### src/rtl/smc_ram.sv
// ----------------------------------------------------------------------------
// smc_ram: generic simple dual-port RAM
// One write port and one read port, read data registered.
// ----------------------------------------------------------------------------
module smc_ram #(
  parameter int DEPTH = 16,
  parameter int WIDTH = 8
) (
  input  logic                     clk,
  input  logic                     we,
  input  logic [$clog2(DEPTH)-1:0] waddr,
  input  logic [WIDTH-1:0]         wdata,
  input  logic [$clog2(DEPTH)-1:0] raddr,
  output logic [WIDTH-1:0]         rdata_r
);

  logic [WIDTH-1:0] mem [DEPTH];

  // Write port.
  always_ff @(posedge clk) begin
    if (we) begin
      mem[waddr] <= wdata;
    end
  end

  // Registered read port.
  always_ff @(posedge clk) begin
    rdata_r <= mem[raddr];
  end

endmodule

### config.mk
export PLATFORM = sky130hd
export DESIGN_NAME = smc_ram
export DESIGN_NICKNAME = d
export VERILOG_FILES = /design/src/rtl/smc_ram.sv
export SDC_FILE = /design/constraint.sdc
export NUM_CORES = 1
export LEC_CHECK = 0
export ABC_AREA = 1
export BUFFER_PORTS_ARGS = -buffer_cell sky130_fd_sc_hd__buf_4
export CORE_MARGIN = 3
export CORE_UTILIZATION = 24
export CTS_CLUSTER_DIAMETER = 100
export DETAILED_ROUTE_END_ITERATION = 6
export GPL_ROUTABILITY_DRIVEN = 0
export GPL_TIMING_DRIVEN = 0
export PLACE_DENSITY = 0.36
export REMOVE_ABC_BUFFERS = 1
export SETUP_SLACK_MARGIN = 0.02
export SLEW_MARGIN = 10
export SYNTH_ARGS = -nofsm -noshare
export SYNTH_HDL_FRONTEND = slang
export SYNTH_SLANG_ARGS = --single-unit
### constraint.sdc
create_clock -name clk -period 2.3 [get_ports clk]
set_input_delay 0.23 -clock clk [delete_from_list [all_inputs] [get_ports clk]]
set_output_delay 0.23 -clock clk [all_outputs]
set_load 0.01 [all_outputs]
### Word level (Yosys, flattened, before mapping)

Memory sizes are Yosys's and may differ from the RTL's. A register that Yosys moved wholly into a read port is not among the register bits.
Index checks and enable logic that the tools add are counted.

* flip-flop bits (word level): 0
* bits in writable memories: 128
* input bits: 18
* output and inout bits: 8
* logic and storage cells: 3
* memories: 1

* multiplexer cells: 2

Memory list
* mem: depth 16, bits a word 8, rd ports 1, clocked after memory_dff 1, wr ports 1, RTL line 17 `logic [WIDTH-1:0] mem [DEPTH];`

Operators by type and width (number)
* 1-bit 2-to-1 mux: 2

### Depth between registers and ports, before layout

* depth after elaboration: 2
* mapped depth: 8

### Worst setup path before layout

OpenSTA, ideal clock, no wires.

* kind: in2reg
* start: input port waddr[2]
* end: memory mem[10][0], enable pin
* library setup time: 370 ps
* arrival time: 811 ps
* setup slack: 1119 ps
* cell stages on the path: 2
* path through: nand3b_1 > nor2_1

RTL lines
* start: declaration: RTL line 11 `input logic [$clog2(DEPTH)-1:0] waddr,`
* end: declaration: RTL line 17

No word-level cell before the write port.

==> run metrics <==
outcome finished clean; H-tree depth 4; iteration-0 DRC count of the detailed router between 200 and 300; Starting Density 0.245; depth of the most critical reg-to-reg path 6; Die Ht between 150 and 200 um; core area 23,500 um2; RSZ-0062 raised after global routing false; die width between 150 and 200 um; GRT Overall Usage 0.117; Hold Path Class primary input to flip-flop; average vias per placed instance 4.08; highest clock rate approximately 540 MHz; IO buf count 25; first-pass iteration count of the detailed router 4; share of layout cells above drive strength 1 0.0942; fillers approximately 2.5k; CP Launch Type primary input; Synth Register Bits 136; final setup vio count 0; Critical Path RT between 2 and 3 ns; final period utilization 0.805; Slew Limit Fails 0; largest cells by area after synthesis edfxtp_1 (67%), nand2_1 (11%), nand3_1 (8.4%), inv_1 (6.5%), dfxtp_1 (2.8%); Worst Path Arrival roughly 2.1 ns; pin count of the biggest net entering global routing between 60 and 70; # IOs 26; post-synthesis cell count approximately 550; worst setup path endpoint rdata_r[1]; Num Clock Sinks around 140; Leak between 2 and 3 nW; reg2reg start mem[1][1]; final hold viol count 0; MaxCap Viol Count 0; Post-CTS Setup Bufs 0; non-filler cells, final ~900; WP depth 8; Sw Share 0.216; Ys Warns 0; CP Max Fanout 65; Mapped Area approximately 5800 um2; GRT Residual Overflow 0; Clock power frac 0.474; DR vias approximately 3.7k; final antenna-violating net count 0; Reg power frac 0.466; kind of critical path primary input to flip-flop; Worst-Skew Late Latency between 0.4 and 0.5 ns; PostCTS Resize Cnt 0; most common cell after layout, fill and taps aside nand2_1; DR WL/cell between 15 and 20 um; final worst clock skew between 0.008 and 0.009 ns; Critical path origin raddr[0]; Post-CTS Hold Fix Bufs 0; most frequent cells in the layout nand2_1 (173), edfxtp_1 (128), inv_1 (100), nand3_1 (97), buf_4 (25); vias in the first global route roughly 3.7k; Detail Placement HPWL between 8 and 9 mm; R2R Path End rdata_r[1]; cell repeated most along the worst path nand2_1; Synth-to-Final Area Change 17.9%; Max-slew headroom 0.370; crit path max-delay cell type buf_4; placed cell count ~870; internal power ~4.7 mW; Antenna Cells 0; DRC 0; Synth top area share 0.667; CP top delay family buffers and inverters; CP peak stage delay around 0.58 ns; sequential share of the synthesized area 0.694; number of antenna violations at the first check in global routing 0; row count 56; R2R Setup Slk roughly 1.1 ns; CTS root buffer clkbuf_16; Fin Setup TNS 0 ns; Yosys cell types 12; final worst path period need about 1.9 ns; pwr dens 878 nW/um2; final wirelength ~15 mm; P_sw ~1.3 mW; die area about 26,000 um2; Worst Max-Slew Pin Slew ~0.94 ns; Critical Path, Cell by Cell buf_4 -> inv_4 -> nand2_1 -> nand2_1 -> nand2_1 -> nand3_1 -> nand3_1 -> nand2_1; Worst-path clk slew 0.06 ns; peak supply drop 454 uV; first-pass GRT wire length 21.9 mm; Final #Nets around 590; WP buf/inv 2; CTS tree yes; Yosys top cell by area edfxtp_1; CTS buffer count 17; clock buffer depth 2; Logic pwr share 0.060; Post-Synthesis Mean Instance Area 10.5 um2; Worst Setup End Kind flip-flop
-- how the worst min path moves through the flow --
stage              from  cells past startpoint          to
2_1_floorplan  wdata[0]                      0   mem[0][0]
3_3_place_gp   raddr[3]                      3  rdata_r[0]
3_5_place_dp   raddr[3]                      3  rdata_r[0]
4_1_cts        raddr[3]                      3  rdata_r[0]
5_1_grt        raddr[3]                      3  rdata_r[2]
6_report       raddr[3]                      3  rdata_r[0]
-- through the flow --
step / total power, mW / util / setup slack (ns) / hold slack (ns) / cell area [um2]
after detailed placement: 3.21 / 0.263 / -0.289 / 0.556 / 6190
after global routing: 6.20 / 0.289 / 0.296 / 0.139 / 6800
after floorplan: 2.99 / - / 1.09 / 0.329 / 5600
after CTS: 6.06 / 0.289 / 0.142 / 0.117 / 6800
final: 5.97 / 0.289 / 0.449 / 0.149 / 6800
after global placement: 3.20 / 0.263 / -0.281 / 0.561 / 6190
-- power groups by stage --
stage          logic (mW)  clock network, mW  registers, mW
6_report            0.361               2.83           2.78
2_1_floorplan       0.150                  0           2.84
5_1_grt             0.405               3.01           2.79
4_1_cts             0.372               2.90           2.78
3_3_place_gp        0.367                  0           2.84
3_5_place_dp        0.370                  0           2.84
-- tightest hold or removal path, delay by kind of cell --
kind | cells | cell delay (ns)
buffers and inverters | 1 | 0.15
AND/OR/NAND/NOR | 2 | 0.15
-- kinds of logic after synthesis --
family | after synthesis | synth area share
flops | 136 | 0.694
simple gates | 289 | 0.210
buf+inv | 126 | 0.0952
-- synthesized netlist by cell type --
cell type / number
buf_1: 1
edfxtp_1: 128
buf_4: 4
inv_1: 100
nand3_1: 97
nor2_1: 17
nand3b_1: 2
buf_2: 13
buf_6: 6
inv_2: 2
nand2_1: 173
dfxtp_1: 8
-- registers in the layout, indices dropped and copies added (netlist names) --
signal / flops
rdata_r: 8
mem: 128
-- layout make-up --
class	instances	area [um2]	area share
sequential	136	4000	0.589
multi-input combinational	289	1210	0.178
clock buffer	19	433	0.0637
tap	319	399	0.0587
inverter	102	385	0.0567
timing repair buffer	25	188	0.0276
clock inverter	13	178	0.0261
-- per-layer routing --
layer	wire length, um	global-route usage	vias to the layer above
met1	6870	0.154	1763
met2	6950	0.187	90
met5	0	0	-
met4	320	0.0379	0
li1	-	-	1811
met3	692	0.0339	22
(Power assumes the default switching activity.)
