--- src/rtl/smc_pkg.sv ---
// ----------------------------------------------------------------------------
// smc_pkg: shared definitions for the stack machine core
// Sizes, opcodes, fault codes, sequencer states, ALU request and the
// payload structs of the request and result channels.
// ----------------------------------------------------------------------------
package smc_pkg;

  // Storage sizes and word width.
  localparam int MEM_WORDS        = 4096;
  localparam int DATA_STACK_WORDS = 2048;
  localparam int CALL_STACK_WORDS = 2048;
  localparam int WORD_BITS        = 32;

  // Derived widths.
  localparam int MEM_AW = $clog2(MEM_WORDS);
  localparam int DS_AW  = $clog2(DATA_STACK_WORDS);
  localparam int CS_AW  = $clog2(CALL_STACK_WORDS);
  localparam int DCW    = $clog2(DATA_STACK_WORDS + 1);
  localparam int CCW    = $clog2(CALL_STACK_WORDS + 1);
  localparam int RA_W   = MEM_AW + 1;

  // Fixed widths of the channel fields.
  localparam int OPER_W  = 2;
  localparam int ADDR_W  = 12;
  localparam int DATA_W  = 32;
  localparam int DEPTH_W = 12;

  typedef logic [WORD_BITS-1:0] word_t;

  typedef enum logic [OPER_W-1:0] {
    OPER_LOAD = 2'd0,
    OPER_EXEC = 2'd1,
    OPER_READ = 2'd2,
    OPER_NONE = 2'd3
  } oper_t;

  typedef enum logic [4:0] {
    OP_PUSH = 5'd0, OP_POP = 5'd1, OP_PRINT = 5'd2, OP_ADD = 5'd3,
    OP_SUB = 5'd4, OP_MULT = 5'd5, OP_DIV = 5'd6, OP_JMP = 5'd7,
    OP_CMP = 5'd8, OP_JE = 5'd9, OP_JNE = 5'd10, OP_JL = 5'd11,
    OP_JG = 5'd12, OP_JLE = 5'd13, OP_JGE = 5'd14, OP_FROMMEM = 5'd15,
    OP_TOMEM = 5'd16, OP_RFROMMEM = 5'd17, OP_RTOMEM = 5'd18, OP_CALL = 5'd19,
    OP_RET = 5'd20, OP_DUP = 5'd21, OP_RANDINT = 5'd22, OP_SWAP = 5'd23,
    OP_INC = 5'd24, OP_DEC = 5'd25, OP_AFROMMEM = 5'd26, OP_ATOMEM = 5'd27,
    OP_NOP = 5'd28, OP_QUIT = 5'd29, OP_BREAK = 5'd30
  } opcode_t;

  typedef enum logic [3:0] {
    FLT_NONE = 4'd0, FLT_CODE_END = 4'd1, FLT_OVERFLOW = 4'd2,
    FLT_UNDERFLOW = 4'd3, FLT_BAD_ADDR = 4'd4, FLT_CALL_OVF = 4'd5,
    FLT_CALL_EMPTY = 4'd6, FLT_BAD_DUP = 4'd7, FLT_BAD_OP = 4'd8,
    FLT_DIV_ZERO = 4'd9
  } fault_t;

  typedef enum logic [3:0] {
    ST_IDLE, ST_MEMRD, ST_FETCH, ST_OPND, ST_EXEC, ST_ALU, ST_MPUSH,
    ST_SWAP2, ST_DUPRD, ST_DUPWR, ST_COMMIT, ST_TOP, ST_RESP, ST_WAIT
  } state_t;

  typedef enum logic [2:0] {
    ALU_ADD, ALU_SUB, ALU_MUL, ALU_DIV, ALU_INC, ALU_DEC
  } alu_func_t;

  typedef struct packed {
    logic      start;
    alu_func_t func;
  } alu_req_t;

  typedef struct packed {
    logic [OPER_W-1:0]  operation;
    logic [ADDR_W-1:0]  address;
    logic [DATA_W-1:0]  write_data;
    logic [DATA_W-1:0]  random_value;
  } in_t;

  typedef struct packed {
    logic [DATA_W-1:0]  read_data;
    logic [ADDR_W-1:0]  program_counter;
    logic [DEPTH_W-1:0] stack_depth;
    logic [DATA_W-1:0]  top_value;
    logic [DEPTH_W-1:0] call_depth;
    logic               flag_equal;
    logic               flag_greater;
    logic               halted;
    logic [3:0]         fault_code;
  } out_t;

endpackage

--- src/rtl/smc_alu.sv ---
// ----------------------------------------------------------------------------
// smc_alu: shared arithmetic unit
// Add, subtract, multiply, increment and decrement with a registered result;
// signed division by a restoring loop of one quotient bit per cycle.
// ----------------------------------------------------------------------------
module smc_alu (
  input  logic              clk,
  input  logic              rst_n,
  input  smc_pkg::alu_req_t req,
  input  smc_pkg::word_t    op_a,
  input  smc_pkg::word_t    op_b,
  output logic              done,
  output smc_pkg::word_t    result
);

  localparam int W   = smc_pkg::WORD_BITS;
  localparam int CNW = $clog2(W + 1);

  logic           busy_r, done_r, neg_r;
  logic [CNW-1:0] cnt_r;
  logic [W:0]     rem_r;
  logic [W-1:0]   quo_r, den_r, res_r;
  logic [W-1:0]   mag_a, mag_b, mul_lo;
  logic [W:0]     shifted, trial;

  // Operand magnitudes for the divider and the low half of the product.
  assign mag_a   = op_a[W-1] ? (~op_a + 1'b1) : op_a;
  assign mag_b   = op_b[W-1] ? (~op_b + 1'b1) : op_b;
  assign mul_lo  = op_a * op_b;
  assign shifted = {rem_r[W-1:0], quo_r[W-1]};
  assign trial   = shifted - {1'b0, den_r};

  // Control: busy while dividing, a one-cycle done pulse when each operation ends.
  always_ff @(posedge clk) begin
    if (!rst_n) begin
      busy_r <= 1'b0;
      done_r <= 1'b0;
    end else begin
      done_r <= 1'b0;
      if (req.start) begin
        if (req.func == smc_pkg::ALU_DIV) begin
          busy_r <= 1'b1;
        end else begin
          done_r <= 1'b1;
        end
      end else if (busy_r && cnt_r == '0) begin
        busy_r <= 1'b0;
        done_r <= 1'b1;
      end
    end
  end

  // Datapath.
  always_ff @(posedge clk) begin
    if (req.start) begin
      case (req.func)
        smc_pkg::ALU_ADD: res_r <= op_a + op_b;
        smc_pkg::ALU_SUB: res_r <= op_a - op_b;
        smc_pkg::ALU_MUL: res_r <= mul_lo;
        smc_pkg::ALU_INC: res_r <= op_b + 1'b1;
        smc_pkg::ALU_DEC: res_r <= op_b - 1'b1;
        smc_pkg::ALU_DIV: begin
          rem_r <= '0;
          quo_r <= mag_a;
          den_r <= mag_b;
          neg_r <= op_a[W-1] ^ op_b[W-1];
          cnt_r <= CNW'(W);
        end
        default: res_r <= '0;
      endcase
    end else if (busy_r) begin
      if (cnt_r != '0) begin
        // One restoring step.
        if (!trial[W]) begin
          rem_r <= trial;
          quo_r <= {quo_r[W-2:0], 1'b1};
        end else begin
          rem_r <= shifted;
          quo_r <= {quo_r[W-2:0], 1'b0};
        end
        cnt_r <= cnt_r - 1'b1;
      end else begin
        res_r <= neg_r ? (~quo_r + 1'b1) : quo_r;
      end
    end
  end

  assign done   = done_r;
  assign result = res_r;

endmodule
--- config.mk ---
export PLATFORM = sky130hd
export DESIGN_NAME = smc_alu
export DESIGN_NICKNAME = d
export VERILOG_FILES = /design/src/rtl/smc_pkg.sv /design/src/rtl/smc_alu.sv
export SDC_FILE = /design/constraint.sdc
export NUM_CORES = 2
export LEC_CHECK = 0
export BUFFER_PORTS_ARGS = -buffer_cell sky130_fd_sc_hd__buf_2
export CORE_ASPECT_RATIO = 1.75
export CORE_UTILIZATION = 30
export DETAILED_ROUTE_END_ITERATION = 16
export PLACE_DENSITY_LB_ADDON = 0.12
export SLEW_MARGIN = 20
export SYNTH_ARGS = -nofsm -noshare
export SYNTH_HDL_FRONTEND = slang
export SYNTH_SLANG_ARGS = --single-unit
--- constraint.sdc ---
create_clock -name clk -period 6.9 [get_ports clk]
set_input_delay 0.345 -clock clk [delete_from_list [all_inputs] [get_ports clk]]
set_output_delay 0.345 -clock clk [all_outputs]
set_load 0.05 [all_outputs]
Word level (Yosys, flattened, before mapping)
Cells that the tools add are included.
- register bits after elaboration: 137
- bits in latches: 0
- memory bits (writable): 0
- ROM bits: 0
- bits of input ports: 70
- memories kept: 0
- add/subtract/negate cells: 9
- multiply operators: 1
- divide/modulo/power cells: 0
- order comparisons: 0
- eq/ne operators: 8
- shift operators: 0
- mux-type cells: 27
- bitwise logic cells: 4
- reductions and logical operators: 11
- operators by type and width (kind ; number):
    $mux W32 ; 14
    $pmux W32 S6 ; 1
    $add A32 B1 Y32 const B ; 4
    $not A32 Y32 ; 3
    $sub A33 B32 Y33 ; 1
    $add A32 B32 Y32 ; 1
    $mul A32 B32 Y32 ; 1
    $sub A32 B1 Y32 const B ; 1
    $sub A32 B32 Y32 ; 1
    $mux W31 ; 1
    $mux W6 ; 4
    $mux W1 ; 7
    $eq A3 B2 Y1 const B ; 2
    $eq A3 B3 Y1 const B ; 2
    $logic_not A6 Y1 ; 1
    $reduce_and A3 Y1 ; 2
    $reduce_bool A2 Y1 ; 3
    $reduce_bool A6 Y1 ; 1
    $sub A6 B1 Y6 const B ; 1
    $ne A2 B2 Y1 const B ; 2
    $reduce_and A2 Y1 ; 2
    $eq A3 B1 Y1 const B ; 1
    $logic_not A3 Y1 ; 1
    $ne A2 B1 Y1 const B ; 1
    2 further kinds ; 2

Depth between registers and ports, before layout
- depth after elaboration: 6
- gate-level depth with buffers: 28

Least setup slack after synthesis
OpenSTA, ideal clock, no wires.
- kind: input to register
- start: input op_a[15]
- end: register res_r[29] (netlist: result[29]), data pin
- arrival: 6.933 ns
- required time: 6.627 ns
- setup slack: -0.305 ns
- stages: 24
- cell sequence: clkbuf_1 clkbuf_1 and2_1 fa_1 fa_1 fa_1 inv_1 fa_1 inv_1 fa_1 fa_1 fa_1 fa_1 ha_1 a21o_1 a21oi_1 nor2_1 or4_1 a22o_1 a211oi_1 xor2_1 nor2_1 a31oi_1 o221ai_1
- longest elaborated chain between the ends: 3
- elaborated cells on any way between the ends: 5
- those cells by class: add/sub (2); mul (1); mux (2)
- ends and longest elaborated chain (item ; line ; RTL):
    from (decl) ; smc_alu.sv:10 ; input smc_pkg::word_t op_a,
    $mul A32 B32 Y32 (tied with other cells) ; smc_alu.sv:29 ; assign mul_lo = op_a * op_b;
    $pmux W32 S6 * ; smc_alu.sv:56 ; case (req.func)
    $mux W32 * ; smc_alu.sv:55 ; if (req.start) begin
    to (signal assigned) ; smc_alu.sv:57 ; smc_pkg::ALU_ADD: res_r <= op_a + op_b;
    to (signal assigned) ; smc_alu.sv:58 ; smc_pkg::ALU_SUB: res_r <= op_a - op_b;
    to (signal assigned) ; smc_alu.sv:59 ; smc_pkg::ALU_MUL: res_r <= mul_lo;
    to (decl) ; smc_alu.sv:22 ; logic [W-1:0] quo_r, den_r, res_r;
Mark *: on every way between the ends. The rest lies on a longest branch, timed or not.
A chain may end at the register's enable or synchronous reset.

Worst setup path after layout
- start: input op_b[8]
- end: register res_r[31] (netlist: result[31]), data pin
- longest elaborated chain between the ends: 3
- elaborated cells on any way between the ends: 7
- those cells by class: add/sub (4); mul (1); mux (2)
- ends and longest elaborated chain (item ; line ; RTL):
    from (decl) ; smc_alu.sv:11 ; input smc_pkg::word_t op_b,
    $mul A32 B32 Y32 (tied with other cells) ; smc_alu.sv:29 ;
    $pmux W32 S6 * ; smc_alu.sv:56 ;
    $mux W32 * ; smc_alu.sv:55 ;
Marked as above.

==> results.py <==
metrics = {
    "clock_tree": {
        "clock_latency_ps": 500,
        "clock-sinks": 137,
        "cts_htree_levels": 4,
        "clk_pin_slew_worst_paths_ps": 60,
        "cts-root-buf": "clkbuf_16",
        "cts_made_buffers": 25,
        "hold_buffers": 0,
        "cts_tree": "built",
        "cts.path.max_buffers": 3,
    },
    "yosys": {
        "yosys.area.top_type": "fa_1",
        "synth_cell_types": 79,
        "synth_most_common_cell": "inv_1",
        "synthTopCellsByArea": "fa_1 29%, edfxtp_1 14%, ha_1 10%",
        "ys.flop_type": "edfxtp_1",
        "synth_seq_cells": 137,
        "syn_nets": 3994,
        "synthCells": 3275,
        "synth-seq-area-share": 0.142,
        "syn_avg_cell_area_um2": 8.79,
        "synth_top_area_frac": 0.286,
        "syn-cell-area_mm2": 0.0288,
        "synth_warnings": 0,
        "synth.top_cells.by_count": "479 x inv_1, 411 x fa_1, 321 x nand2_1, 259 x and2_1, 238 x ha_1",
        "synth-edff-count": 135,
        "async_flop_share": 0,
    },
    "timing": {
        "slew_headroom": 0.265,
        "min_period_ps": 6720,
        "rsz0062_at_grt": "true",
        "setup_viol": 0,
        "worst_slew_pin_slew_ps": 1100,
        "finClkSkew_ps": 25.5,
        "fmax_mhz": 149,
        "finalCritPeriodShare": 0.973,
        "hold_viol": 0,
        "slew_violations": 0,
    },
    "status": {
        "status": "completed",
    },
    "floorplanning": {
        "start_util": 0.302,
        "core_region_area_mm2": 0.0953,
        "die_w_um": 236,
        "fp.dieH_um": 412,
        "num_io_pins": 103,
        "dieArea_mm2": 0.0972,
        "rows": 150,
    },
    "setup_path": {
        "rr_worst_depth": 14,
        "startpoint": "op_b[8]",
        "crit_type": "input pin to flop",
        "reg2reg_to": "rem_r[27]$_SDFFCE_PP0P_",
        "start_kind": "input pin",
        "critPathCaptureType": "flop",
        "worstPathRequired_ps": 7120,
        "regToRegSetupSlack_ps": 1810,
        "r2r_start": "quo_r[31]$_DFFE_PP_",
        "worstPathArrival_ps": 6930,
        "cp_max_fo": 7,
    },
    "grt": {
        "gr-total-overflow": 0,
        "grt_antenna_before_repair": 12,
        "grt_pass1_vias": 26200,
        "grt_start_max_net_pins": 70,
        "grt_pass1_wl_um": 162000,
        "grt_use_total": 0.223,
    },
    "final_layout": {
        "fin_area_mm2": 0.0342,
        "ff_latch_area_mm2": 0.00409,
        "multiInputGateArea_mm2": 0.0224,
        "fillers": 10000,
        "drive_gt1_frac": 0.157,
        "fin_cells": 4800,
        "nets": 4295,
        "area_growth_pct": 18.9,
    },
    "min_path": {
        "min_from": "rst_n",
        "whs_path_depth": 2,
        "min_to": "done$_SDFF_PN0_",
        "hold_class": "input pin to flop",
    },
    "drt": {
        "wl_um": 107000,
        "vias": 23900,
        "route.antenna.remaining_nets": 0,
        "dr.pass1.iters": 5,
        "drc": 0,
        "wl_per_cell_um": 22.3,
        "drtIter0Drc": 1229,
        "vias_per_cell": 4.98,
    },
    "placement": {
        "routabilityCongestion": 0.923,
        "dpl-instance-area_mm2": 0.0330,
        "placedCellCount": 4750,
        "portBuffers": 102,
        "dp_hpwl_um": 92400,
    },
    "job": {
        "maxCapViolations": 0,
    },
}
-- sequential cells by signal, summed over array words and instances, names as in the netlist --
signal and cells:
den_r 32, quo_r 32, rem_r 32, result 32, cnt_r 6, busy_r 1
done 1, neg_r 1
-- kinds of logic (layout without fill, tap and decap cells) --
family,after synthesis,after routing,synth area share
and+or+nand+nor,968,968,0.168
buffers and inverters,658,965,0.0863
adders and majority gates,649,649,0.389
AOI/OAI and AO/OA,578,578,0.127
xor gates and xnor gates,278,278,0.0846
DFF,137,137,0.142
muxes,7,7,0.00252
other,0,2,0
-- how the worst max path moves through the flow --
stage	end	slack (ps)
floorplan	result[29]$_DFFE_PP_	2
global placement	result[30]$_DFFE_PP_	-560
detailed placement	result[30]$_DFFE_PP_	-610
CTS	result[29]$_DFFE_PP_	20
global route	result[29]$_DFFE_PP_	-50
finish	result[31]$_DFFE_PP_	180
-- repair_timing --
action                                  in CTS  in global routing
gates resized for setup                      5                128
hold endpoints to repair                     0                  0
pin swaps                                    0                 47
buffers inserted                             0                 15
endpoints found under the setup margin       5                 11
-- cell type report --
cell class,instances,area share
timing repair buffer,452,0.108
sequential,137,0.120
clock inverter,7,0.00106
clock buffer,26,0.0184
antenna,2,0.000146
multi-input combinational,2480,0.656
tap,1216,0.0445
inverter,480,0.0526
-- through the flow --
stage                     utilization  setup slack, ps  TNS, ps  hold WS (ps)
after floorplan                     -             1.52        0           444
after global placement          0.346             -565    -5710           562
after detailed placement        0.346             -610    -6210           572
after global routing            0.359            -45.4    -45.4          95.6
final                           0.359              183        0           106
after CTS                       0.353             20.4        0          82.2
-- worst max-delay path, stage by stage --
cell,delay [ps]
buf_6,130
buf_12,150
buf_4,160
and2_1,190
fa_2,630
inv_1,80
fa_1,510
fa_1,580
fa_1,450
fa_1,600
fa_1,460
fa_1,480
fa_1,390
xor2_1,160
xnor2_1,190
xnor2_1,110
xnor2_1,140
buf_4,140
xnor2_1,190
xnor2_1,170
xnor2_1,130
xnor2_1,260
o211a_1,180
o22ai_1,80
-- metal layers --
| metal | part of all wire | global-route usage | wire, um |
|---|---|---|---|
| met5 | 0.00045 | 0 | 48 |
| met4 | 0.032 | 0.0758 | 3440 |
| met3 | 0.031 | 0.0160 | 3330 |
| met2 | 0.55 | 0.442 | 59000 |
| met1 | 0.39 | 0.246 | 41300 |
-- layout by cell type (no fill, tap or decap), types with 9 or more instances in the layout --
master     Yosys  final
inv_1        479    475
or2_2         10     10
and2_4         0      9
nor2b_1       21     20
buf_6          1     19
nor2_1       154    151
xor2_1       118    118
a22oi_1        9      9
fa_2           0     17
o31ai_1       24     22
a31oi_1       13     13
o21bai_1      14     13
edfxtp_1     135    135
o22ai_1       36     36
a21o_1        43     43
clkbuf_16      0     25
buf_4          0    312
buf_2          6     81
or4_1         15     14
nand3_1       49     49
fa_1         411    394
and2_1       259    250
xnor2_1      160    159
o211ai_1      10     10
o21a_1        25     25
nor3_1        36     36
ha_1         238    232
nand2b_1      31     31
a211oi_1      14     13
buf_12         0     26
o21ai_0      109    106
buf_8          0     11
or3_1         22     22
nand4_1       10     10
o41ai_1       12     12
nand2_1      321    321
and3_1        11     10
a21oi_1      196    192
nor4_1        10      9
Power is not shown: default switching activity piles up to over one toggle a cycle in this logic, so the estimate is an artifact.
